<file path="src/rtl/arm_inverse_kinematics_unit_assert.svh">
// Assertion macros for the arm inverse kinematics unit.
// Used by the top level only; needs clk_i and rst_ni in scope.
`ifndef ARM_INVERSE_KINEMATICS_UNIT_ASSERT_SVH
`define ARM_INVERSE_KINEMATICS_UNIT_ASSERT_SVH
// implication checked on every clock edge outside reset
`define AIK_ASSERT_IMPL(label, lhs, rhs) \
  label: assert property (@(posedge clk_i) disable iff (!rst_ni) (lhs) |-> (rhs)) \
    else $error("assertion failed");
// implication checked in the cycle after
`define AIK_ASSERT_NEXT(label, lhs, rhs) \
  label: assert property (@(posedge clk_i) disable iff (!rst_ni) (lhs) |=> (rhs)) \
    else $error("assertion failed");
`endif

</file>
<file path="src/rtl/aik_pkg.sv">
// Package for the arm inverse kinematics unit: widths, register indexes,
// sequencer command types and the CORDIC arctangent table. No dependencies.
`timescale 1ns / 1ps
package aik_pkg;
  localparam int unsigned CordicStepsDefault = 16;
  localparam int unsigned RegW = 15;
  localparam int unsigned PosW = 16;
  localparam int unsigned CfgIdxW = 2;

  localparam logic [CfgIdxW-1:0] RegBaseHeight = 2'd0;
  localparam logic [CfgIdxW-1:0] RegUpperArm   = 2'd1;
  localparam logic [CfgIdxW-1:0] RegForearm    = 2'd2;
  localparam logic [CfgIdxW-1:0] RegHand       = 2'd3;

  localparam logic [14:0] ResetBaseHeight = 15'd1000;
  localparam logic [14:0] ResetUpperArm   = 15'd1500;
  localparam logic [14:0] ResetForearm    = 15'd1500;
  localparam logic [14:0] ResetHand       = 15'd800;

  // datapath operations, one per sequencer step
  typedef enum logic [3:0] {
    OpNone, OpLoad, OpSq, OpSum, OpSel, OpNorm, OpRoot, OpRot, OpDone
  } op_e;

  typedef struct packed {
    op_e        op;
    logic [1:0] angle; // which of the four arccos terms
  } dp_cmd_t;

  typedef struct packed {
    logic done;   // current op finished
    logic ok;     // target reachable
  } dp_sts_t;

  function automatic logic [22:0] atan_lut(input logic [4:0] i);
    logic [22:0] v;
    case (i)
      5'd0: v = 23'd2949120;  5'd1: v = 23'd1740967; 5'd2: v = 23'd919879;
      5'd3: v = 23'd466945;   5'd4: v = 23'd234379;  5'd5: v = 23'd117304;
      5'd6: v = 23'd58666;    5'd7: v = 23'd29335;   5'd8: v = 23'd14668;
      5'd9: v = 23'd7334;     5'd10: v = 23'd3667;   5'd11: v = 23'd1833;
      5'd12: v = 23'd917;     5'd13: v = 23'd458;    5'd14: v = 23'd229;
      5'd15: v = 23'd115;     5'd16: v = 23'd57;     5'd17: v = 23'd29;
      5'd18: v = 23'd14;      5'd19: v = 23'd7;      5'd20: v = 23'd4;
      5'd21: v = 23'd2;       5'd22: v = 23'd1;
      default: v = 23'd0;
    endcase
    return v;
  endfunction
endpackage

</file>
<file path="src/rtl/aik_ctrl.sv">
// Sequencer of the arm inverse kinematics unit: walks the datapath through
// the four arccos terms and assembles the joint angles. Uses aik_pkg.
`timescale 1ns / 1ps
module aik_ctrl (
  input  logic                clk_i,
  input  logic                rst_ni,
  input  logic                start_i,
  output logic                busy_o,
  output logic                res_valid_o,
  input  logic                res_take_i,
  output aik_pkg::dp_cmd_t    cmd_o,
  input  aik_pkg::dp_sts_t    sts_i,
  input  logic [14:0]         angle_i,
  output logic [14:0]         base_o,
  output logic signed [15:0]  shoulder_o,
  output logic [14:0]         elbow_o,
  output logic signed [16:0]  wrist_o,
  output logic                reachable_o
);
  import aik_pkg::*;
  typedef enum logic [3:0] {
    StIdle, StLoad, StSq, StSum, StSel, StNorm, StRoot, StRot, StWait, StOut
  } state_e;
  state_e st_q;
  logic [1:0] ang_q;
  logic [14:0] b_q, c1_q, c2_q, e_q;
  logic [14:0] hb_q, he_q;
  logic signed [15:0] hs_q;
  logic signed [16:0] hw_q;
  logic ok_q, rv_q, hr_q;
  logic signed [15:0] s_w;
  assign s_w = 16'(c1_q) + 16'(c2_q) - 16'sd9000;

  always_ff @(posedge clk_i or negedge rst_ni) begin
    if (!rst_ni) begin
      st_q <= StIdle;
      ang_q <= '0;
      hb_q <= '0; hs_q <= '0; he_q <= '0; hw_q <= '0;
      ok_q <= 1'b0;
      rv_q <= 1'b0;
      hr_q <= 1'b0;
    end else begin
      if (res_take_i) rv_q <= 1'b0;
      case (st_q)
        StIdle: if (start_i) st_q <= StLoad;
        StLoad: if (sts_i.done) st_q <= StSq;
        StSq:   if (sts_i.done) st_q <= StSum;
        StSum:  if (sts_i.done) begin ang_q <= '0; st_q <= StSel; end
        StSel:  if (sts_i.done) begin
          ok_q <= sts_i.ok;
          st_q <= sts_i.ok ? StNorm : StWait;
        end
        StNorm: if (sts_i.done) st_q <= StRoot;
        StRoot: if (sts_i.done) st_q <= StRot;
        StRot:  if (sts_i.done) begin
          case (ang_q)
            2'd0: b_q <= angle_i;
            2'd1: c1_q <= angle_i;
            2'd2: c2_q <= angle_i;
            default: e_q <= angle_i;
          endcase
          ang_q <= ang_q + 2'd1;
          st_q <= (ang_q == 2'd3) ? StWait : StSel;
        end
        StWait: begin
          // hold until the previous result is taken
          if (!rv_q || res_take_i) begin
            if (ok_q) begin
              hb_q <= b_q;
              hs_q <= s_w;
              he_q <= e_q;
              hw_q <= 17'sd27000 - 17'(s_w) - 17'(e_q);
            end
            hr_q <= ok_q;
            rv_q <= 1'b1;
            st_q <= StOut;
          end
        end
        StOut: st_q <= StIdle;
        default: st_q <= StIdle;
      endcase
    end
  end

  always_comb begin
    cmd_o = '{op: OpNone, angle: ang_q};
    case (st_q)
      StLoad: cmd_o.op = OpLoad;
      StSq:   cmd_o.op = OpSq;
      StSum:  cmd_o.op = OpSum;
      StSel:  cmd_o.op = OpSel;
      StNorm: cmd_o.op = OpNorm;
      StRoot: cmd_o.op = OpRoot;
      StRot:  cmd_o.op = OpRot;
      default: cmd_o.op = OpNone;
    endcase
  end

  assign busy_o = (st_q != StIdle);
  assign res_valid_o = rv_q;
  assign base_o = hb_q;
  assign shoulder_o = hs_q;
  assign elbow_o = he_q;
  assign wrist_o = hw_q;
  assign reachable_o = hr_q;
endmodule

</file>
<file path="config.mk">
export PLATFORM = sky130hd
export DESIGN_NAME = aik_ctrl
export DESIGN_NICKNAME = d
export VERILOG_FILES = /design/src/rtl/arm_inverse_kinematics_unit_assert.svh /design/src/rtl/aik_pkg.sv /design/src/rtl/aik_ctrl.sv
export SDC_FILE = /design/constraint.sdc
export NUM_CORES = 1
export LEC_CHECK = 0
export ABC_AREA = 1
export BUFFER_PORTS_ARGS = -buffer_cell sky130_fd_sc_hd__buf_2
export CORE_MARGIN = 8
export CORE_UTILIZATION = 60
export CTS_BUF_LIST = sky130_fd_sc_hd__clkbuf_4
export CTS_CLUSTER_SIZE = 8
export DETAILED_ROUTE_END_ITERATION = 10
export GPL_TIMING_DRIVEN = 0
export PLACE_DENSITY = 0.82
export SYNTH_ARGS = -nofsm -noshare
export SYNTH_HDL_FRONTEND = slang
export SYNTH_SLANG_ARGS = --single-unit
export TNS_END_PERCENT = 10
</file>
<file path="constraint.sdc">
create_clock -name clk_i -period 6.7 [get_ports clk_i]
set_clock_uncertainty 0.15 [all_clocks]
set_input_delay 1.675 -clock clk_i [delete_from_list [all_inputs] [get_ports clk_i]]
set_output_delay 1.675 -clock clk_i [all_outputs]
set_load 0.1 [all_outputs]
</file>
==> results of run 1 <==
worst reg2reg max path: stages (launching register included):
cell and delay, ns:
edfxtp_1 0.40, ha_1 0.31, ha_1 0.23, fa_1 0.42
nand2_1 0.08, nand2_1 0.06, nand3_1 0.06, nand2_1 0.11
nand2_1 0.10, nand3b_1 0.09, and2_1 0.17, ha_1 0.26
inv_1 0.04, ha_1 0.35, nand2_1 0.12, nor2_1 0.14
inv_1 0.06, nor2_1 0.08, nand2_1 0.09, nand2_1 0.08
nand2_1 0.04, nand3_1 0.07, nand2_1 0.05
sequential cells by signal, indices dropped and copies added (netlist names):
signal / cells
e_q: 15
st_q: 4
b_q: 15
elbow_o: 15
c2_q: 15
base_o: 15
shoulder_o: 16
wrist_o: 17
ok_q: 1
reachable_o: 1
c1_q: 15
ang_q: 2
res_valid_o: 1
through the flow:
| stage | power [mW] | util (%) |
|---|---|---|
| floorplan | 2.737 | - |
| global placement | 3.024 | 67.44 |
| detailed placement | 3.050 | 67.64 |
| CTS | 3.617 | 70.27 |
| global route | 3.748 | 70.33 |
| finish | 3.592 | 70.33 |
synth_stat cells (7+ instances only):
master / count / area [um2]
ha_1: 64 / 800.8
a21oi_1: 17 / 85.08
nand3_1: 41 / 205.2
buf_2: 7 / 35.03
nor2_1: 34 / 127.6
xor2_1: 7 / 61.31
edfxtp_1: 60 / 1802
nand2_1: 306 / 1149
o21ai_0: 21 / 105.1
inv_1: 151 / 566.8
dfrtp_1: 72 / 1802
placed cells by master (no fill, tap or decap), drive strengths merged:
cell,synthesis,final
a211oi,2,2
a21oi,17,17
a22oi,1,1
a41o,1,1
and2,4,4
buf,13,105
bufinv,0,3
clkbuf,1,20
clkinv,0,5
clkinvlp,0,3
conb,1,1
dfrtp,72,72
edfxtp,60,60
fa,2,2
ha,64,64
inv,152,154
nand2,308,308
nand3,41,41
nand3b,4,4
nand4,5,5
nor2,37,37
nor3,3,3
o211ai,1,1
o21ai,21,21
o22ai,1,1
or2,3,3
xnor2,5,5
xor2,7,7
cells by family (layout without fill, tap and decap cells):
logic type / after synthesis / in the layout
other: 1 / 1
adders and majority gates: 66 / 66
DFF: 132 / 132
xor gates and xnor gates: 12 / 12
and+or+nand+nor: 405 / 405
buffers and inverters: 166 / 290
AOI/OAI and AO/OA: 44 / 44
cell type report:
| class | instances | share of cell area [%] |
|---|---|---|
| repair buffers | 92 | 5.926 |
| flip-flops and latches | 132 | 44.68 |
| plain buffers | 14 | 1.132 |
| multi-input cells | 528 | 35.23 |
| clock inverters | 13 | 1.970 |
| inverters | 152 | 7.074 |
| clock buffers | 19 | 1.769 |
| well taps | 143 | 2.218 |
power groups by stage:
stage,Sequential [mW],Clock (mW),Combinational (mW)
2_1_floorplan,2.37,0,0.368
3_3_place_gp,1.14,0,1.88
3_5_place_dp,1.15,0,1.90
4_1_cts,1.13,0.578,1.90
5_1_grt,1.16,0.615,1.98
6_report,1.13,0.566,1.89
routing by layer:
| layer | vias up | GRT usage (%) | part of all wire (%) |
|---|---|---|---|
| li1 | 2802 | - | - |
| met1 | 2519 | 24.22 | 46 |
| met2 | 159 | 34.07 | 47 |
| met3 | 22 | 6.128 | 5.8 |
| met4 | 0 | 6.095 | 1.6 |
| met5 | - | 0 | 0 |
worst max path at each step:
stage	startpoint	end	slack [ns]	depth (start not counted)
after floorplan	st_q[0]	cmd_o[2]	2.19	4
after global placement	rst_ni	e_q[14]	1.72	3
after detailed placement	rst_ni	e_q[12]	2.42	4
after CTS	st_q[0]	cmd_o[2]	2.97	5
after global routing	c1_q[1]	wrist_o[14]	2.72	22
final	c1_q[1]	wrist_o[14]	3.02	22
==> results.json, run 1 <==
{
  "root_buffer": "clkbuf_4",
  "drt_wl_total_um": 15170,
  "die_w_um": 124.8,
  "tightest_slew_ns": 1.323,
  "cellPowerDensity_nw_per_um2": 445.4,
  "netlist_instances": 826,
  "ant_nets": 0,
  "synthMuxAreaShare_pct": 0,
  "drv_cap": 0,
  "final_area_um2": 8065,
  "ys.flop_type": "dfrtp_1",
  "worstHoldEndpoint": "base_o[2]",
  "nets": 1024,
  "ys_async_sr_fraction_pct": 54.55,
  "layout_min_cycle_time_ns": 3.684,
  "fin_crit_sh_pct": 54.98,
  "final_cell_count_no_fill": 1093,
  "diodes": 0,
  "vias_per_cell": 5.034,
  "pin_count": 93,
  "pwr-share-comb_pct": 52.7,
  "synth_compound_area_share_pct": 3.331,
  "yosysWarnings": 0,
  "worstHoldStart": "b_q[2]",
  "synthesis.area_um2": 7099,
  "crit_type": "reg2reg",
  "cts_tree": "built",
  "wl_per_cell_um": 13.88,
  "drc": 0,
  "setup_viol": 0,
  "cp-start-kind": "flip-flop",
  "cts_buffers": 17,
  "io_buffers": 91,
  "clk_pin_slew_ns": 0.12,
  "drtPass1Iterations": 5,
  "slew_violations": 0,
  "core_area_um2": 11470,
  "grt_start_max_net_pins": 40,
  "syn_to_final_growth_pct": 13.61,
  "die_y_um": 124.8,
  "antenna_found_initial": 0,
  "yosys.area_share.xor_xnor_pct": 1.480,
  "slew_headroom_pct": 11.45,
  "placed_area_um2": 7756,
  "drive_gt1_share_pct": 15.68,
  "cp_top_family": "adder cells",
  "worst_setup_path_end_kind": "flip-flop",
  "multi_input_area_um2": 2841,
  "synth_edf_count": 60,
  "cts_sinks": 132,
  "synth.yosys.seq_area_share_pct": 50.76,
  "intPower_mw": 1.547,
  "ys_seq_elements": 132,
  "place_congestion": 0.9029,
  "rsz0062_at_grt": "no",
  "rrSetupSlack_ns": 3.02,
  "r2r-start": "c1_q[1]",
  "slowest_stage": "fa_1",
  "crit_required_ns": 6.99,
  "dp_worst_setup_slack_ns": 2.420,
  "grt_pass1_wl_um": 25340,
  "synthSimpleGateAreaFrac_pct": 23.21,
  "sequentialPowerShare_pct": 31.6,
  "initial_utilization_pct": 61.91,
  "grt.overflow.total": 0,
  "ys_types": 30,
  "regArea_um2": 3603,
  "rows": 39,
  "hold_depth": 2,
  "vias": 5502,
  "max_freq_ghz": 0.2715,
  "syn_area_per_cell_um2": 8.595,
  "crit_path_max_fanout": 5,
  "swShare_pct": 56.93,
  "critical-path-max-stage-delay_ns": 0.42,
  "crit_buf_inv": 2,
  "final.fill_count": 902,
  "holdCritPathClass": "reg2reg",
  "leakage_nw": 4.496,
  "insertion_delay_ns": 0.55,
  "reg2reg_depth": 22,
  "grt_pass1_vias": 5405,
  "worst_path_most_repeated_cell": "nand2_1",
  "ctsHtreeMaxLevel": 4,
  "fin_ws_ns": 3.016,
  "hold_violations": 0,
  "synth_fa_ha_area_share_pct": 11.84,
  "clockBufferDepth": 2,
  "synth_top_family_by_area": "simple AND/OR/NAND/NOR gates",
  "crit_arrival_ns": 3.98,
  "status": "finished, final reports clean",
  "cts_hold_buf": 0,
  "dieArea_um2": 15570,
  "drt_iter0_drc": 297,
  "syn-num-nets": 913,
  "cts_setup_buffers": 0,
  "finalSetupTns_ns": 0,
  "hold_slack_ns": 0.3142,
  "vdd_drop_max_v": 0.0004148,
  "power.net_switching_mw": 2.045,
  "crit_chain": "ha_1 -> ha_1 -> fa_1 -> nand2_1 -> nand2_1 -> nand3_1 -> nand2_1 -> nand2_1 -> nand3b_1 -> and2_1 -> ha_1 -> inv_1 -> ha_1 -> nand2_1 -> nor2_1 -> inv_1 -> nor2_1 -> nand2_1 -> nand2_1 -> nand2_1 -> nand3_1 -> nand2_1",
  "cts_resized": 0,
  "groute.usage.overall_pct": 20.18,
  "power_frac_clock_pct": 15.8,
  "regToRegEndpoint": "wrist_o[14]",
  "dp.final_hpwl_um": 11460,
  "dp_cells": 1061
}
No activity file was read; power rests on OpenSTA's default activity.
==> run 2: changes to the inputs <==
ABC_AREA = 0   (was 1)
CORE_UTILIZATION = 54   (was 60)
PLACE_DENSITY = 0.79   (was 0.82)
clock period = 3.25 ns   (was 6.7 ns; I/O delays follow)
==> run 2 against run 1 <==
  * The run now ends with negative setup slack left
  * Largest power group unchanged
  * Worst hold slack worse by 0.097 ns
  * Synthesized area down 5.2%
  * Sequential power up 91%
  * Critical endpoint is now wrist_o[12]
  * Via count down 11%
  * Critical path depth down 6
  * Register-to-register slack worse by 3.9 ns
  * Count of clock-buffer cells in the layout down 1
  * Flip-flop and latch count unchanged
==> results.json, run 2 <==
{
  "status": "finished with violations",
  "failed_checks": "negative setup slack",
  "syn-num-nets": 723,
  "ys_async_sr_fraction_pct": 54.55,
  "synth.yosys.seq_area_share_pct": 53.56,
  "initial_utilization_pct": 55.55,
  "syn_to_final_growth_pct": 18.86,
  "die_w_um": 127.6,
  "crit_path_max_fanout": 6,
  "synthTopCellsByArea": "dfrtp_1, edfxtp_1, ha_1, nand2_1, inv_1",
  "ys_seq_elements": 132,
  "drc": 0,
  "final_area_um2": 7996,
  "cts_sinks": 132,
  "final_cell_count_no_fill": 932,
  "slowest_stage": "edfxtp_1",
  "critical-path-max-stage-delay_ns": 0.44,
  "cellPowerDensity_nw_per_um2": 738.9,
  "synth.top_cells.by_count": "nand2_1, dfrtp_1, inv_1",
  "grt_pass1_vias": 4949,
  "ant_nets": 0,
  "hold_violations": 0,
  "drtPass1Iterations": 5,
  "dp.final_hpwl_um": 10930,
  "crit_chain": "ha_4 -> ha_4 -> fa_2 -> a21o_1 -> a221oi_4 -> o21ai_1 -> xnor2_1 -> ha_1 -> ha_4 -> buf_8 -> and3_4 -> nand3_4 -> nor3_4 -> nor2_4 -> a2111o_1 -> nand3_1",
  "syn_area_per_cell_um2": 10.58,
  "largest_reg_flops": 17,
  "grt_start_max_net_pins": 74,
  "clockBufferDepth": 2,
  "synthesis.area_um2": 6728,
  "pin_count": 93,
  "max_freq_ghz": 0.2432,
  "vdd_drop_max_v": 0.0006365,
  "core_area_um2": 12110,
  "vias": 4900,
  "netlist_instances": 636,
  "hold_slack_ns": 0.2172,
  "crit_type": "reg2reg",
  "fin_ws_ns": -0.8614,
  "wl_per_cell_um": 16.14,
  "place_congestion": 0.8672,
  "synth_top_cell_area_share_pct": 26.78,
  "power_mw": 5.909,
  "nets": 838,
  "setup_viol": 11,
  "grt.overflow.total": 0,
  "placed_area_um2": 7516,
  "io_buffers": 91,
  "cp-start-kind": "flip-flop",
  "drt_wl_total_um": 15040,
  "diodes": 0,
  "root_buffer": "clkbuf_4",
  "rows": 40,
  "final_common_cell": "nand2_1",
  "worst_path_most_repeated_cell": "ha_4",
  "crit_required_ns": 3.61,
  "worst_setup_path_end_kind": "flip-flop",
  "drive_gt1_share_pct": 24.48,
  "yosysTopAreaCell": "dfrtp_1",
  "tightest_slew_ns": 0.9153,
  "synth_edf_count": 60,
  "cts_tree": "built",
  "antenna_found_initial": 0,
  "dp_cells": 895,
  "yosysWarnings": 0,
  "slew_headroom_pct": 38.98,
  "leakage_nw": 3.932,
  "fin_crit_sh_pct": 126.5,
  "cts_buffers": 17,
  "vias_per_cell": 5.258,
  "final_cell_mix": "nand2_1, buf_2, dfrtp_1, inv_1, edfxtp_1",
  "final_core_util_pct": 66.02,
  "ys_types": 58,
  "ctsHtreeMaxLevel": 4,
  "ys.flop_type": "dfrtp_1",
  "grt_pass1_wl_um": 23850,
  "insertion_delay_ns": 0.58,
  "clk_pin_slew_ns": 0.11,
  "slew_violations": 0,
  "rsz0062_at_grt": "yes",
  "holdCritPathClass": "in2async",
  "groute.usage.overall_pct": 18.80,
  "drv_cap": 0,
  "dieArea_um2": 16290,
  "crit_arrival_ns": 4.47,
  "drt_iter0_drc": 401,
  "layout_min_cycle_time_ns": 4.111,
  "yosysMostFrequentCell": "nand2_1",
  "die_y_um": 127.6
}
==> run 2: worst paths after layout <==
kind / cells after the start / slack [ns] / endpoint / from
max reg2reg: 16 / -0.86 / wrist_o[12] / c2_q[1]
max: 16 / -0.86 / wrist_o[12] / c2_q[1]
max in group asynchronous: 1 / 2.14 / shoulder_o[13] / rst_ni
min in group clk_i: 2 / 0.30 / base_o[11] / b_q[11]
min: 1 / 0.22 / elbow_o[4] / rst_ni
min reg2reg: 2 / 0.30 / base_o[11] / b_q[11]
==> run 2: logic make-up after synthesis <==
group	synth area share [%]
fa+ha+maj	12.50
xor+xnor	2.474
buf+inv	5.412
other cells	0.05574
compound gates	11.07
flops	53.56
mux	1.190
simple gates	13.74
==> run 2: area by class of cell <==
class | count | area, um2
Buffer | 21 | 108.9
Clock buffer | 18 | 135.1
Clock inverter | 14 | 116.4
Fill cell | 974 | 4115
Inverter | 69 | 259.0
Multi-Input combinational cell | 412 | 3053
Sequential cell | 132 | 3603
Tap cell | 168 | 210.2
Timing Repair Buffer | 98 | 510.5
==> run 2: layer usage <==
layer	routed length, um	share of wire (%)	global-route usage [%]
met5	0	0	0
met1	6809	45	23.56
met3	838	5.6	5.948
met2	7181	48	30.09
met4	210	1.4	6.573
==> run 2: critical path, delay by kind of cell (launching register included) <==
family | cells | cell delay, ns
flip-flops | 1 | 0.44
AND/OR/NAND/NOR | 5 | 0.64
buffers and inverters | 1 | 0.08
AO/OA/AOI/OAI | 4 | 1.06
XOR/XNOR | 1 | 0.26
adder cells (fa/ha/maj) | 5 | 1.41
==> run 2: timing repair <==
item | in CTS | in global routing
gates cloned | 0 | 0
setup buffers | 3 | 4
gates resized for setup | 14 | 18
hold buffers | 0 | 0
setup endpoints to repair | 11 | 12
pin swaps | 4 | 12
==> run 2: where the power goes <==
group	internal [mW]	switching, mW
logic	0.416	2.33
registers	2.00	0.154
clock network	0.378	0.625
total	2.80	3.11
==> run 2: per-stage QoR <==
step | setup slack [ns] | setup TNS [ns]
finish | -0.8614 | -6.330
global placement | -0.9559 | -29.11
floorplan | -0.5001 | -5.616
CTS | -0.7709 | -5.598
global route | -0.9519 | -7.746
detailed placement | -0.9603 | -6.732
